<file path="src/design/dstq_pkg.sv">
// ----------------------------------------------------------------------------
// dstq_pkg
// Shared types and constants for the deadline-sorted timer queue.
// ----------------------------------------------------------------------------
package dstq_pkg;

    // Table geometry
    localparam int MAX_TIMERS   = 16;
    localparam int RESULT_LIMIT = 16;
    localparam int IDX_W        = $clog2(MAX_TIMERS);
    localparam int CNT_W        = $clog2(MAX_TIMERS + 1);

    // Commands
    typedef enum logic [1:0] {
        CMD_ADD    = 2'd0,
        CMD_ADJUST = 2'd1,
        CMD_DELETE = 2'd2,
        CMD_TICK   = 2'd3
    } t_cmd;

    // Result status codes
    typedef enum logic [2:0] {
        ST_DONE      = 3'd0,
        ST_EXPIRED   = 3'd1,
        ST_NONE_DUE  = 3'd2,
        ST_FULL      = 3'd3,
        ST_NOT_FOUND = 3'd4,
        ST_PRESENT   = 3'd5
    } t_status;

    // Input item
    typedef struct packed {
        t_cmd        command;
        logic [3:0]  timer_id;
        logic [31:0] deadline;
        logic [31:0] now;
    } t_in_item;

    // Result item
    typedef struct packed {
        t_status    status;
        logic [3:0] expired_id;
        logic       last;
    } t_out_item;

    // One table entry
    typedef struct packed {
        logic [31:0] deadline;
        logic [3:0]  ident;
    } t_entry;

    // Memory port request
    typedef struct packed {
        logic             re;
        logic [IDX_W-1:0] raddr;
        logic             we;
        logic [IDX_W-1:0] waddr;
        t_entry           wdata;
    } t_ram_req;

    // Result hand-off from the sequencer to the output register
    typedef struct packed {
        logic      valid;
        t_out_item res;
    } t_emit;

    // Sequencer states
    typedef enum logic [3:0] {
        S_IDLE,
        S_SCAN,
        S_DECIDE,
        S_SETUP_UP,
        S_MOVE,
        S_WRITE_NEW,
        S_RESP,
        S_TREAD,
        S_TEVAL,
        S_TEND
    } t_seq_state;

endpackage

</file>
<file path="src/design/dstq_ram.sv">
// ----------------------------------------------------------------------------
// dstq_ram
// Timer table storage: one write port, one read port, registered read data.
// ----------------------------------------------------------------------------
module dstq_ram import dstq_pkg::*; (
    input  logic     i_clk,
    input  t_ram_req i_req,
    output t_entry   o_rd_data
);

    t_entry mem [MAX_TIMERS];
    t_entry r_rd_data;

    // write port
    always_ff @(posedge i_clk) begin
        if (i_req.we) begin
            mem[i_req.waddr] <= i_req.wdata;
        end
    end

    // read port, data held between reads
    always_ff @(posedge i_clk) begin
        if (i_req.re) begin
            r_rd_data <= mem[i_req.raddr];
        end
    end

    assign o_rd_data = r_rd_data;

endmodule

</file>
<file path="src/design/dstq_seq.sv">
// ----------------------------------------------------------------------------
// dstq_seq
// Command sequencer: scans the table, shifts entries in memory and issues
// results one at a time.
// ----------------------------------------------------------------------------
module dstq_seq import dstq_pkg::*; (
    input  logic     i_clk,
    input  logic     i_rst_n,
    input  logic     i_start,
    input  t_in_item i_item,
    input  logic     i_can_load,
    input  t_entry   i_rd_data,
    output t_ram_req o_ram_req,
    output t_emit    o_emit,
    output logic     o_busy
);

    t_seq_state       r_state, n_state;
    t_in_item         r_item, n_item;
    logic [CNT_W-1:0] r_count, n_count;
    // scan
    logic [CNT_W-1:0] r_s, n_s;
    logic             r_ev, n_ev;
    logic [IDX_W-1:0] r_ev_idx, n_ev_idx;
    logic             r_found, n_found;
    logic [IDX_W-1:0] r_match, n_match;
    logic [CNT_W-1:0] r_le, n_le;
    // move engine
    logic [CNT_W-1:0] r_src, n_src;
    logic [CNT_W-1:0] r_dst, n_dst;
    logic [CNT_W-1:0] r_left, n_left;
    logic             r_up, n_up;
    logic             r_wv, n_wv;
    logic [IDX_W-1:0] r_wa, n_wa;
    // tick and response
    logic             r_pend, n_pend;
    logic [3:0]       r_pend_id, n_pend_id;
    t_status          r_status, n_status;

    logic             issue;

    // control registers
    always_ff @(posedge i_clk) begin
        if (!i_rst_n) begin
            r_state <= S_IDLE;
            r_count <= '0;
            r_ev    <= 1'b0;
            r_wv    <= 1'b0;
            r_pend  <= 1'b0;
        end else begin
            r_state <= n_state;
            r_count <= n_count;
            r_ev    <= n_ev;
            r_wv    <= n_wv;
            r_pend  <= n_pend;
        end
    end

    // working registers
    always_ff @(posedge i_clk) begin
        r_item    <= n_item;
        r_s       <= n_s;
        r_ev_idx  <= n_ev_idx;
        r_found   <= n_found;
        r_match   <= n_match;
        r_le      <= n_le;
        r_src     <= n_src;
        r_dst     <= n_dst;
        r_left    <= n_left;
        r_up      <= n_up;
        r_wa      <= n_wa;
        r_pend_id <= n_pend_id;
        r_status  <= n_status;
    end

    // next state and outputs
    always_comb begin
        n_state   = r_state;
        n_item    = r_item;
        n_count   = r_count;
        n_s       = r_s;
        n_ev      = 1'b0;
        n_ev_idx  = r_ev_idx;
        n_found   = r_found;
        n_match   = r_match;
        n_le      = r_le;
        n_src     = r_src;
        n_dst     = r_dst;
        n_left    = r_left;
        n_up      = r_up;
        n_wv      = 1'b0;
        n_wa      = r_wa;
        n_pend    = r_pend;
        n_pend_id = r_pend_id;
        n_status  = r_status;
        issue     = 1'b0;
        o_ram_req = '0;
        o_emit    = '0;

        case (r_state)
            S_IDLE: begin
                if (i_start) begin
                    n_item  = i_item;
                    n_s     = '0;
                    n_found = 1'b0;
                    n_le    = '0;
                    n_pend  = 1'b0;
                    if (i_item.command == CMD_TICK) begin
                        n_state = S_TREAD;
                    end else begin
                        n_state = S_SCAN;
                    end
                end
            end

            // one read per cycle, evaluated the cycle after
            S_SCAN: begin
                issue = (r_s < r_count);
                o_ram_req.re    = issue;
                o_ram_req.raddr = r_s[IDX_W-1:0];
                n_ev     = issue;
                n_ev_idx = r_s[IDX_W-1:0];
                if (issue) begin
                    n_s = r_s + 1'b1;
                end
                if (r_ev) begin
                    if (i_rd_data.ident == r_item.timer_id) begin
                        n_found = 1'b1;
                        n_match = r_ev_idx;
                    end else if (i_rd_data.deadline <= r_item.deadline) begin
                        n_le = r_le + 1'b1;
                    end
                end
                if (!issue && !r_ev) begin
                    n_state = S_DECIDE;
                end
            end

            S_DECIDE: begin
                if (r_item.command == CMD_ADD) begin
                    if (r_found) begin
                        n_status = ST_PRESENT;
                        n_state  = S_RESP;
                    end else if (r_count >= CNT_W'(MAX_TIMERS)) begin
                        n_status = ST_FULL;
                        n_state  = S_RESP;
                    end else begin
                        n_state = S_SETUP_UP;
                    end
                end else if (!r_found) begin
                    n_status = ST_NOT_FOUND;
                    n_state  = S_RESP;
                end else begin
                    // close the gap left by the matched entry
                    n_src   = CNT_W'(r_match) + 1'b1;
                    n_dst   = CNT_W'(r_match);
                    n_left  = r_count - 1'b1 - CNT_W'(r_match);
                    n_up    = 1'b0;
                    n_count = r_count - 1'b1;
                    n_state = S_MOVE;
                end
            end

            // open a gap at the insertion slot
            S_SETUP_UP: begin
                n_src   = r_count - 1'b1;
                n_dst   = r_count;
                n_left  = r_count - r_le;
                n_up    = 1'b1;
                n_state = S_MOVE;
            end

            // pipelined copy: read source, write destination next cycle
            S_MOVE: begin
                issue = (r_left != '0);
                o_ram_req.re    = issue;
                o_ram_req.raddr = r_src[IDX_W-1:0];
                o_ram_req.we    = r_wv;
                o_ram_req.waddr = r_wa;
                o_ram_req.wdata = i_rd_data;
                n_wv = issue;
                n_wa = r_dst[IDX_W-1:0];
                if (issue) begin
                    n_left = r_left - 1'b1;
                    if (r_up) begin
                        n_src = r_src - 1'b1;
                        n_dst = r_dst - 1'b1;
                    end else begin
                        n_src = r_src + 1'b1;
                        n_dst = r_dst + 1'b1;
                    end
                end
                if (!issue && !r_wv) begin
                    if (r_up) begin
                        n_state = S_WRITE_NEW;
                    end else begin
                        case (r_item.command)
                            CMD_ADJUST: n_state = S_SETUP_UP;
                            CMD_DELETE: begin
                                n_status = ST_DONE;
                                n_state  = S_RESP;
                            end
                            default:    n_state = S_IDLE;
                        endcase
                    end
                end
            end

            S_WRITE_NEW: begin
                o_ram_req.we             = 1'b1;
                o_ram_req.waddr          = r_le[IDX_W-1:0];
                o_ram_req.wdata.deadline = r_item.deadline;
                o_ram_req.wdata.ident    = r_item.timer_id;
                n_count  = r_count + 1'b1;
                n_status = ST_DONE;
                n_state  = S_RESP;
            end

            S_RESP: begin
                o_emit.valid          = 1'b1;
                o_emit.res.status     = r_status;
                o_emit.res.expired_id = '0;
                o_emit.res.last       = 1'b1;
                if (i_can_load) begin
                    n_state = S_IDLE;
                end
            end

            // tick: read the next front entry
            S_TREAD: begin
                if ((r_s < r_count) && (32'(r_s) < RESULT_LIMIT)) begin
                    o_ram_req.re    = 1'b1;
                    o_ram_req.raddr = r_s[IDX_W-1:0];
                    n_state = S_TEVAL;
                end else begin
                    n_state = S_TEND;
                end
            end

            // a due timer is held back one step so the last flag is known
            S_TEVAL: begin
                if (i_rd_data.deadline <= r_item.now) begin
                    if (r_pend) begin
                        o_emit.valid          = 1'b1;
                        o_emit.res.status     = ST_EXPIRED;
                        o_emit.res.expired_id = r_pend_id;
                        o_emit.res.last       = 1'b0;
                    end
                    if (!r_pend || i_can_load) begin
                        n_pend    = 1'b1;
                        n_pend_id = i_rd_data.ident;
                        n_s       = r_s + 1'b1;
                        n_state   = S_TREAD;
                    end
                end else begin
                    n_state = S_TEND;
                end
            end

            // final tick result, then drop the expired prefix
            S_TEND: begin
                o_emit.valid          = 1'b1;
                o_emit.res.status     = r_pend ? ST_EXPIRED : ST_NONE_DUE;
                o_emit.res.expired_id = r_pend ? r_pend_id : 4'd0;
                o_emit.res.last       = 1'b1;
                if (i_can_load) begin
                    n_pend  = 1'b0;
                    n_src   = r_s;
                    n_dst   = '0;
                    n_left  = r_count - r_s;
                    n_up    = 1'b0;
                    n_count = r_count - r_s;
                    n_state = S_MOVE;
                end
            end

            default: n_state = S_IDLE;
        endcase
    end

    assign o_busy = (r_state != S_IDLE);

endmodule

</file>
<file path="src/design/deadline_sorted_timer_queue_core.sv">
// ----------------------------------------------------------------------------
// deadline_sorted_timer_queue_core
// Bounded timer table kept sorted by deadline, with add, adjust, delete and
// tick commands.
// ----------------------------------------------------------------------------
// One command is handled at a time; o_stall stays high until its work is
// finished, while its result may still wait in the output register. Every
// access goes through the table memory, at most one read and one write per
// cycle. Add, adjust and delete run an id search over the table and then
// shift passes (adjust does two passes, add one, delete one). Tick reads
// the expired timers from the front, then does one shift pass over the
// remaining entries, and it takes longer if the output side stalls.
// ----------------------------------------------------------------------------
module deadline_sorted_timer_queue_core import dstq_pkg::*; (
    input  logic      i_clk,
    input  logic      i_rst_n,
    input  t_in_item  i_item,
    input  logic      i_valid,
    output logic      o_stall,
    output t_out_item o_item,
    output logic      o_valid,
    input  logic      i_stall
);

    t_ram_req  ram_req;
    t_entry    rd_data;
    t_emit     emit;
    logic      busy;
    logic      can_load;
    logic      in_xfer;
    logic      r_out_valid;
    t_out_item r_out_item;

    // input transfer only when the sequencer is idle
    assign in_xfer  = i_valid && !busy;
    assign o_stall  = busy;

    // output register slot is free after this edge
    assign can_load = !r_out_valid || !i_stall;

    dstq_seq u_seq (
        .i_clk      (i_clk),
        .i_rst_n    (i_rst_n),
        .i_start    (in_xfer),
        .i_item     (i_item),
        .i_can_load (can_load),
        .i_rd_data  (rd_data),
        .o_ram_req  (ram_req),
        .o_emit     (emit),
        .o_busy     (busy)
    );

    dstq_ram u_ram (
        .i_clk     (i_clk),
        .i_req     (ram_req),
        .o_rd_data (rd_data)
    );

    // output register control
    always_ff @(posedge i_clk) begin
        if (!i_rst_n) begin
            r_out_valid <= 1'b0;
        end else if (can_load) begin
            r_out_valid <= emit.valid;
        end
    end

    // output payload
    always_ff @(posedge i_clk) begin
        if (can_load && emit.valid) begin
            r_out_item <= emit.res;
        end
    end

    assign o_valid = r_out_valid;
    assign o_item  = r_out_item;

endmodule

</file>
<file path="config.mk">
export PLATFORM = sky130hd
export DESIGN_NAME = deadline_sorted_timer_queue_core
export DESIGN_NICKNAME = d
export VERILOG_FILES = /design/src/design/dstq_pkg.sv /design/src/design/dstq_ram.sv /design/src/design/dstq_seq.sv /design/src/design/deadline_sorted_timer_queue_core.sv
export SDC_FILE = /design/constraint.sdc
export NUM_CORES = 1
export LEC_CHECK = 0
export BUFFER_PORTS_ARGS = -buffer_cell sky130_fd_sc_hd__buf_2
export CELL_PAD_IN_SITES_DETAIL_PLACEMENT = 1
export CELL_PAD_IN_SITES_GLOBAL_PLACEMENT = 2
export CORE_MARGIN = 2
export CORE_UTILIZATION = 30
export CTS_BUF_LIST = sky130_fd_sc_hd__clkbuf_4
export DETAILED_ROUTE_END_ITERATION = 12
export PLACE_DENSITY = 0.54
export SLEW_MARGIN = 20
export SYNTH_ARGS = -nofsm -noshare
export SYNTH_HDL_FRONTEND = slang
export SYNTH_SLANG_ARGS = --single-unit
</file>
<file path="constraint.sdc">
create_clock -name i_clk -period 12.3 [get_ports i_clk]
set_clock_uncertainty 0.15 [all_clocks]
set_input_delay 1.23 -clock i_clk [delete_from_list [all_inputs] [get_ports i_clk]]
set_output_delay 1.23 -clock i_clk [all_outputs]
set_load 0.02 [all_outputs]
</file>
==> impl_metrics.env, run 1 <==
export IMPL_p_per_area_mw_per_mm2=228.9
export IMPL_tritoncts="built"
export IMPL_place_hpwl_mm=53.76
export IMPL_finalCriticalPeriod_ns=5.458
export IMPL_drtPass1Iterations=6
export IMPL_die_w_um=330.0
export IMPL_final_cells=3998
export IMPL_cp_cell_sequence="buf_4, nor2_1, nand2_2, inv_2, nand2_1, and3_4, buf_12, buf_4, a2111oi_0, or4_1"
export IMPL_slowest_stage="dfxtp_4"
export IMPL_wl_per_cell_um=24.56
export IMPL_clk_pin_slew_ns=0.06
export IMPL_hold_path_depth=1
export IMPL_ir_worst_vdd_mv=0.2337
export IMPL_synth_seq_cells=747
export IMPL_setup_viol=0
export IMPL_synth_top_cell_by_area="edfxtp_1"
export IMPL_io_pins=84
export IMPL_nets=2606
export IMPL_crit_required_ns=12.89
export IMPL_reg2regPathDepth=10
export IMPL_syn_to_final_growth_pct=15.10
export IMPL_cts_sinks=747
export IMPL_dp_cells=3613
export IMPL_tightest_slew_ns=1.053
export IMPL_cts_root_buffer="clkbuf_4"
export IMPL_drcViolationCount=0
export IMPL_h_tree_depth=4
export IMPL_synth_top_cell_area_share=0.6915
export IMPL_run_status="completed"
export IMPL_cp_buffers_inverters=4
export IMPL_grtUsageTotal=0.1817
export IMPL_synth_area_top_cells="edfxtp_1, mux2i_1, ha_1, a21oi_1, a221oi_1"
export IMPL_rsz0062_at_grt="false"
export IMPL_cp_arrival_ns=6.04
export IMPL_holdPathEnd="u_seq.r_item[14]"
export IMPL_crit_fanout=143
export IMPL_min_period_over_period=0.4437
export IMPL_antenna_found_initial=2
export IMPL_cts_setup_buffers=0
export IMPL_power_leakage_nw=12.97
export IMPL_synthCells=2223
export IMPL_drive_above_1_share=0.1942
export IMPL_initialDrtViolationCount=1345
export IMPL_ant_nets=0
export IMPL_slowest_delay_ns=0.73
export IMPL_setup_tns_final_ns=0
export IMPL_cp_depth=10
export IMPL_cts_resized=0
export IMPL_timing_fmax_mhz=183.2
export IMPL_num_vias=20124
export IMPL_crit_path_frequent_cell="buf_4"
export IMPL_numCtsBuffers=209
export IMPL_synth_seq_area_share=0.6996
export IMPL_critPathKind="flip-flop to flip-flop"
export IMPL_portBuffers=83
export IMPL_max_cap_violations=0
export IMPL_synth_cell_types=65
export IMPL_die_area_mm2=0.1089
export IMPL_syn_avg_cell_area_um2=14.34
export IMPL_grt_pass1_wl_mm=143.6
export IMPL_finalMaxSlewViolations=0
export IMPL_syn_area_mm2=0.03188
export IMPL_clock_latency_ns=1.06
export IMPL_synth_ff_type="edfxtp_1"
export IMPL_cp_end_kind="flip-flop"
export IMPL_via_per_inst=5.034
export IMPL_yosysMostFrequentCell="edfxtp_1"
export IMPL_place_congestion=0.7763
export IMPL_core_mm2=0.1053
export IMPL_pre_cts_slack_ns=6.845
export IMPL_start_util=0.3028
export IMPL_post_route_cell_area_mm2=0.03669
export IMPL_cp_top_family="buffers and inverters"
export IMPL_hold_class="input pin to flip-flop"
export IMPL_synth_common_cells="edfxtp_1, a21oi_1, nand2_1"
export IMPL_r2r_end="u_ram.o_rd_data[18]"
export IMPL_rr_startpoint="u_seq.r_state[0]"
export IMPL_async_flop_share=0
export IMPL_placed_area_mm2=0.03398
export IMPL_hold_viol=0
export IMPL_synth_edf_count=734
export IMPL_hp_start="i_item[14]"
export IMPL_relSlewSlack=0.2951
export IMPL_fill_cells=11052
export IMPL_worst_setup_path_start_kind="flip-flop"
export IMPL_r2r_slack_ns=6.84
export IMPL_clockBufferDepth=3
export IMPL_grt_overflow=0
export IMPL_setup_slack_ns=6.842
export IMPL_rows=119
export IMPL_yosysWarningCount=0
export IMPL_die_h_um=330.0
export IMPL_synth_nets=2393
export IMPL_wl_mm=98.20
export IMPL_grt_pass1_vias=21384
export IMPL_grt_max_degree=168
export IMPL_hold_buffers=1
-- registers in the layout, summed over array words and instances (netlist names), 5 cells and up --
register         cells
u_seq.r_item        70
o_item               8
u_seq.r_count        5
u_seq.r_s            5
u_seq.r_left         5
u_ram.mem          576
u_seq.r_le           5
u_ram.o_rd_data     36
-- where the power goes --
| group | leakage, nW | switching (mW) | internal [mW] |
|---|---|---|---|
| clock | 1.60 | 1.08 | 1.19 |
| combinational | 4.54 | 1.75 | 0.853 |
| sequential | 6.84 | 0.242 | 3.28 |
-- cell usage in the layout, fill, tap and decap left out, types with 4 or more instances in the layout --
cell,synthesis,routed
a22oi_1,4,4
o21ai_0,32,32
fa_1,5,5
clkinv_1,0,50
buf_4,5,36
dfxtp_1,13,12
nand2b_1,6,6
nor3_2,0,4
ha_1,91,91
clkbuf_4,0,310
a2111oi_0,36,36
nand2_1,164,161
nand3_1,21,19
nor3_1,14,10
o21a_1,6,6
nor2_1,142,129
nor4_1,5,5
and2_1,5,5
xor2_1,10,10
a221oi_1,76,76
and3_1,10,8
inv_2,3,9
nor2b_1,9,9
buf_2,37,83
edfxtp_1,734,734
or4_1,37,37
inv_1,103,102
a211oi_1,80,80
a21o_1,53,53
xnor2_1,26,26
nand4_1,15,15
nor2_4,0,12
a21oi_2,11,11
clkinv_2,0,6
a21oi_1,196,196
mux2i_1,144,144
o221ai_1,5,5
-- layout make-up --
cell class                      count  area, um^2  area share
Sequential cell                   747       22310      0.6080
Multi-Input combinational cell   1250        8826      0.2406
Clock buffer                      310        2327     0.06343
Tap cell                         1391        1740     0.04744
Timing Repair Buffer              122       735.7     0.02005
Inverter                          106       400.4     0.01091
Clock inverter                     70       349.1    0.009515
Antenna cell                        2       5.005   0.0001364
-- cell families after synthesis --
group / Yosys count / share of synthesized area
simple gates: 444 / 0.06375
fa+ha+maj: 96 / 0.03886
buf+inv: 226 / 0.02983
xor+xnor: 36 / 0.009892
mux: 145 / 0.04557
flops: 747 / 0.6996
compound gates: 529 / 0.1125
-- per-stage QoR --
stage | util | power [mW] | hold slack (ns)
final | 0.3485 | 8.399 | 0.1799
after global routing | 0.3485 | 8.949 | 0.06346
after CTS | 0.3483 | 8.562 | 0.001639
after detailed placement | 0.3228 | 6.225 | 0.2556
after global placement | 0.3228 | 6.170 | 0.2570
after floorplan | - | 5.238 | 0.2503
-- metal layers --
| layer | vias to the layer above | share of wire | track usage |
|---|---|---|---|
| met3 | 158 | 0.039 | 0.03387 |
| met4 | 0 | 0.025 | 0.06611 |
| met1 | 10364 | 0.46 | 0.2420 |
| met2 | 443 | 0.47 | 0.2956 |
| met5 | - | 0 | 0 |
| li1 | 9159 | - | - |
-- worst max-delay path by stage --
stage                     start                  end  slack, ns
6_report       u_seq.r_state[0]  u_ram.o_rd_data[18]       6.84
5_1_grt        u_seq.r_state[0]  u_ram.o_rd_data[18]       6.58
4_1_cts        u_seq.r_state[0]  u_ram.o_rd_data[18]       6.80
3_5_place_dp   u_seq.r_state[0]  u_ram.o_rd_data[16]       6.84
3_3_place_gp   u_seq.r_state[0]   u_ram.o_rd_data[3]       6.97
2_1_floorplan  u_seq.r_state[0]      u_ram.mem[8][0]       7.61
No activity file was read; power rests on OpenSTA's default activity.
==> inputs of run 2 (changes only) <==
Settings changed: ABC_AREA set to 1, PLACE_DENSITY 0.54 to 0.6.
Clock period 12.3 ns to 4.52 ns, I/O delays scaled along.
==> impl_metrics.env, run 2 <==
export IMPL_slowest_delay_ns=0.55
export IMPL_async_flop_share=0
export IMPL_grt_max_degree=146
export IMPL_yosysMostFrequentCell="edfxtp_1"
export IMPL_crit_required_ns=5.45
export IMPL_cp_top_family="simple AND/OR/NAND/NOR gates"
export IMPL_clockBufferDepth=3
export IMPL_grt_pass1_vias=26923
export IMPL_drive_above_1_share=0.1466
export IMPL_finalCriticalPeriod_ns=4.295
export IMPL_synth_edf_count=734
export IMPL_clock_latency_ns=1.14
export IMPL_place_congestion=0.7640
export IMPL_synth_common_cells="edfxtp_1, nand3_1, inv_1, nand2_1, nand3b_1"
export IMPL_crit_fanout=3
export IMPL_cts_setup_buffers=0
export IMPL_synthCells=3222
export IMPL_mostFrequentLayoutCells="edfxtp_1, nand3_1, nand2_1, inv_1, clkbuf_4"
export IMPL_wl_mm=111.2
export IMPL_cp_end_kind="flip-flop"
export IMPL_nets=3772
export IMPL_numCtsBuffers=210
export IMPL_grtUsageTotal=0.1909
export IMPL_run_status="completed"
export IMPL_power_leakage_nw=17.07
export IMPL_timing_fmax_mhz=232.8
export IMPL_initialDrtViolationCount=1429
export IMPL_synth_top_cell_area_share=0.6383
export IMPL_synth_cell_types=55
export IMPL_hold_class="input pin to flip-flop"
export IMPL_min_period_over_period=0.9502
export IMPL_syn_avg_cell_area_um2=10.72
export IMPL_setup_tns_final_ns=0
export IMPL_drcViolationCount=0
export IMPL_rows=124
export IMPL_setup_viol=0
export IMPL_yosysWarningCount=0
export IMPL_cp_arrival_ns=5.23
export IMPL_ir_worst_vdd_mv=0.4034
export IMPL_relSlewSlack=0.4123
export IMPL_tritoncts="built"
export IMPL_portBuffers=83
export IMPL_final_common_cell="edfxtp_1"
export IMPL_setup_slack_ns=0.2250
export IMPL_clk_pin_slew_ns=0.07
export IMPL_cp_cell_sequence="ha_1, nand4_1, nor2_1, and3_1, nand4_1, nand2_1, nand3_1, nand3_1, nand2_1, dlygate4sd3_1, inv_1, dlygate4sd3_1"
export IMPL_post_route_cell_area_mm2=0.04136
export IMPL_syn_area_mm2=0.03453
export IMPL_regArea_mm2=0.02230
export IMPL_slowest_stage="dlygate4sd3_1"
export IMPL_fill_cells=12816
export IMPL_cp_buffers_inverters=3
export IMPL_h_tree_depth=4
export IMPL_via_per_inst=4.785
export IMPL_synth_area_top_cells="edfxtp_1, nand3_1, inv_1, nand2_1, ha_1"
export IMPL_power_mw=23.54
export IMPL_io_pins=84
export IMPL_final_cells=5264
export IMPL_die_w_um=343.3
export IMPL_multi_input_area_mm2=0.009520
export IMPL_cts_root_buffer="clkbuf_4"
export IMPL_die_h_um=343.3
export IMPL_grt_overflow=0
export IMPL_worst_setup_path_start_kind="flip-flop"
export IMPL_antenna_found_initial=2
export IMPL_num_vias=25186
export IMPL_synth_seq_cells=747
export IMPL_grt_pass1_wl_mm=167.4
export IMPL_ant_nets=0
export IMPL_syn_to_final_growth_pct=19.77
export IMPL_synth_seq_area_share=0.6458
export IMPL_rsz0062_at_grt="false"
export IMPL_synth_ff_type="edfxtp_1"
export IMPL_core_mm2=0.1142
export IMPL_largest_reg_flops=576
export IMPL_start_util=0.3024
export IMPL_top_register="u_ram.mem"
export IMPL_cts_resized=0
export IMPL_p_per_area_mw_per_mm2=569.2
export IMPL_holdWs_ns=0.2175
export IMPL_wl_per_cell_um=21.13
export IMPL_cts_sinks=747
export IMPL_drtPass1Iterations=5
export IMPL_pre_cts_slack_ns=0.3925
export IMPL_hold_buffers=148
export IMPL_critPathKind="flip-flop to flip-flop"
export IMPL_tightest_slew_ns=0.8816
export IMPL_hold_viol=0
export IMPL_placed_area_mm2=0.03724
export IMPL_dp_cells=4754
export IMPL_max_cap_violations=0
export IMPL_synth_nets=3392
export IMPL_place_hpwl_mm=62.63
export IMPL_fin_util=0.3622
export IMPL_finalMaxSlewViolations=0
export IMPL_synth_top_cell_by_area="edfxtp_1"
export IMPL_die_area_mm2=0.1178
==> run 2: cell families after synthesis <==
family          synth area share
simple gates              0.1995
flops                     0.6458
buf+inv                  0.08348
compound gates           0.02971
fa+ha+maj                0.03587
xor+xnor                0.005580
==> run 2: power by group <==
group / switching, mW / total, mW / internal, mW
Sequential: 0.428 / 9.23 / 8.80
Clock: 2.94 / 6.25 / 3.31
Combinational: 5.59 / 8.06 / 2.47
Total: 8.96 / 23.5 / 14.6
==> run 2: routing by layer <==
metal,global-route usage,wire (um)
met3,0.03586,4309
met1,0.2420,49250
met4,0.07442,3594
met2,0.3221,54060
met5,0,13
==> run 2: area by class of cell <==
type,count,area share
clock inverter,52,0.007473
tap,1512,0.04574
inverter,565,0.05128
timing repair buffer,323,0.06992
sequential,747,0.5392
antenna,1,0.00006051
clock buffer,309,0.05609
multi-input combinational,1755,0.2302
==> run 2: worst paths after layout <==
kind	start	end	slack, ns	depth (start not counted)
setup / recovery	u_ram.o_rd_data[32]	o_valid	0.23	12
hold / removal	i_stall	u_seq.r_state[1]	0.22	6
setup reg to reg	u_ram.o_rd_data[32]	o_valid	0.23	12
hold reg to reg	u_seq.r_ev_idx[3]	u_seq.r_match[3]	0.27	0
==> run 2: worst reg2reg max path, delay by kind of cell (launching register included) <==
family	cells	cell delay, ns
DFF	1	0.52
and+or+nand+nor	8	2.12
adders and majority gates	1	0.34
buffers and inverters	3	1.12
==> inputs of run 3 (changes only) <==
Settings changed: CORE_UTILIZATION 30 to 40, PLACE_DENSITY 0.6 to not set, PLACE_DENSITY_LB_ADDON set to 0.12.
==> impl_metrics.env, run 3 (synthesis gave the netlist of run 2 again) <==
export IMPL_drive_above_1_share=0.1516
export IMPL_grtUsageTotal=0.2470
export IMPL_tightest_slew_ns=1.133
export IMPL_clockBufferDepth=3
export IMPL_worst_setup_path_start_kind="flip-flop"
export IMPL_die_area_mm2=0.08869
export IMPL_grt_pass1_vias=27202
export IMPL_rows=107
export IMPL_hold_class="input pin to flip-flop"
export IMPL_finalCriticalPeriod_ns=3.657
export IMPL_crit_required_ns=5.16
export IMPL_largest_reg_flops=576
export IMPL_place_congestion=0.8114
export IMPL_finalMaxSlewViolations=0
export IMPL_setup_slack_ns=0.8627
export IMPL_io_pins=84
export IMPL_crit_fanout=83
export IMPL_relSlewSlack=0.2447
export IMPL_h_tree_depth=4
export IMPL_p_sw_mw=9.068
export IMPL_tritoncts="built"
export IMPL_setup_viol=0
export IMPL_place_hpwl_mm=60.70
export IMPL_clk_pin_slew_ns=0.06
export IMPL_wl_met2_mm=52.42
export IMPL_num_vias=25519
export IMPL_nets=3775
export IMPL_numCtsBuffers=205
export IMPL_cp_arrival_ns=4.29
export IMPL_run_status="completed"
export IMPL_switching_share=0.3793
export IMPL_drtPass1Iterations=5
export IMPL_met1_length_mm=48.30
export IMPL_hold_viol=0
export IMPL_wl_mm=108.0
export IMPL_placed_area_mm2=0.03686
export IMPL_min_period_over_period=0.8091
export IMPL_syn_to_final_growth_pct=19.02
export IMPL_rsz0062_at_grt="false"
export IMPL_p_per_area_mw_per_mm2=581.7
export IMPL_top_layer="met4"
export IMPL_internal_power_mw=14.84
export IMPL_drcViolationCount=0
export IMPL_grt_max_degree=150
export IMPL_wl_per_cell_um=21.96
export IMPL_pre_cts_slack_ns=0.9060
export IMPL_wl_met3_mm=4.539
export IMPL_die_w_um=297.8
export IMPL_ir_worst_vdd_mv=0.3470
export IMPL_portBuffers=83
export IMPL_cts_sinks=747
export IMPL_core_mm2=0.08541
export IMPL_start_util=0.4043
export IMPL_timing_fmax_mhz=273.4
export IMPL_grt_overflow=0
export IMPL_top_register="u_ram.mem"
export IMPL_die_h_um=297.8
export IMPL_ant_nets=0
export IMPL_cts_setup_buffers=0
export IMPL_fill_cells=9477
export IMPL_grt_pass1_wl_mm=166.1
export IMPL_antenna_found_initial=2
export IMPL_clock_latency_ns=1.09
export IMPL_critPathKind="flip-flop to flip-flop"
export IMPL_combPwrFrac=0.346
export IMPL_initialDrtViolationCount=1561
export IMPL_cp_end_kind="flip-flop"
export IMPL_power_mw=23.91
export IMPL_power_share_clock=0.270
export IMPL_via_per_inst=5.190
export IMPL_power_leakage_nw=17.17
export IMPL_seq_power_share=0.384
export IMPL_cts_root_buffer="clkbuf_4"
export IMPL_final_common_cell="edfxtp_1"
export IMPL_max_cap_violations=0
export IMPL_post_route_cell_area_mm2=0.04110
export IMPL_mostFrequentLayoutCells="edfxtp_1, nand3_1, nand2_1, inv_1, clkbuf_4"
[run 3: layout make-up]
cell class	count	area, um^2	share of cell area
diodes	6	15.01	0.0003653
clock buffers	313	2350	0.05717
clock inverters	56	400.4	0.009742
inverters	565	2121	0.05160
multi-input cells	1755	9527	0.2318
flip-flops and latches	747	22300	0.5426
well taps	1144	1431	0.03483
repair buffers	331	2953	0.07185
[run 3: through the flow]
stage                 util  setup TNS (ns)  cells  hold WS [ns]
floorplan                -          -10.54   3222        0.2503
global placement    0.4316               0   4396        0.2555
detailed placement  0.4316               0   4396        0.2556
CTS                 0.4808               0   4910       0.06084
global route        0.4811               0   4916        0.1345
finish              0.4812               0   4917        0.1851
[run 3: final timing paths]
check	slack (ns)	to	start	depth (start not counted)
setup / recovery	0.86	u_ram.o_rd_data[29]	u_seq.r_s[2]	16
hold / removal	0.19	u_seq.r_count[0]	i_rst_n	4
setup reg to reg	0.86	u_ram.o_rd_data[29]	u_seq.r_s[2]	16
hold reg to reg	0.28	u_seq.r_match[2]	u_seq.r_ev_idx[2]	0
[run 3: power by group through the flow]
stage                     Combinational, mW  Clock (mW)  Sequential [mW]
after global placement                 7.95           0             9.33
after global routing                   9.20        6.99             9.24
final                                  8.26        6.45             9.19
after CTS                              8.31        6.63             9.20
after detailed placement               8.17           0             9.34
after floorplan                        5.21           0             9.21
[run 3: critical path, stage by stage, from the launching register on]
cell	delay (ns)
edfxtp_1	0.51
inv_1	0.12
ha_1	0.40
nand2_1	0.10
nand2_1	0.06
nand2_1	0.06
nand3_1	0.11
nand4_2	0.13
nand2_4	0.12
nand2_8	0.11
buf_12	0.35
buf_12	0.39
nand3_1	0.15
nand3_1	0.12
nand3_1	0.09
nand3_1	0.10
nand2_1	0.11
[run 3: repair_timing]
item	CTS	global route
hold buffers	145	0
gates resized for setup	0	0
endpoints found under the hold margin	133	0
setup endpoints to repair	0	0
[run 3: layer usage]
metal  global-route usage  up-vias
met1               0.3272    12917
met2               0.4128      579
met5                    0        -
li1                     -    11843
met4              0.08591        0
met3              0.03880      180
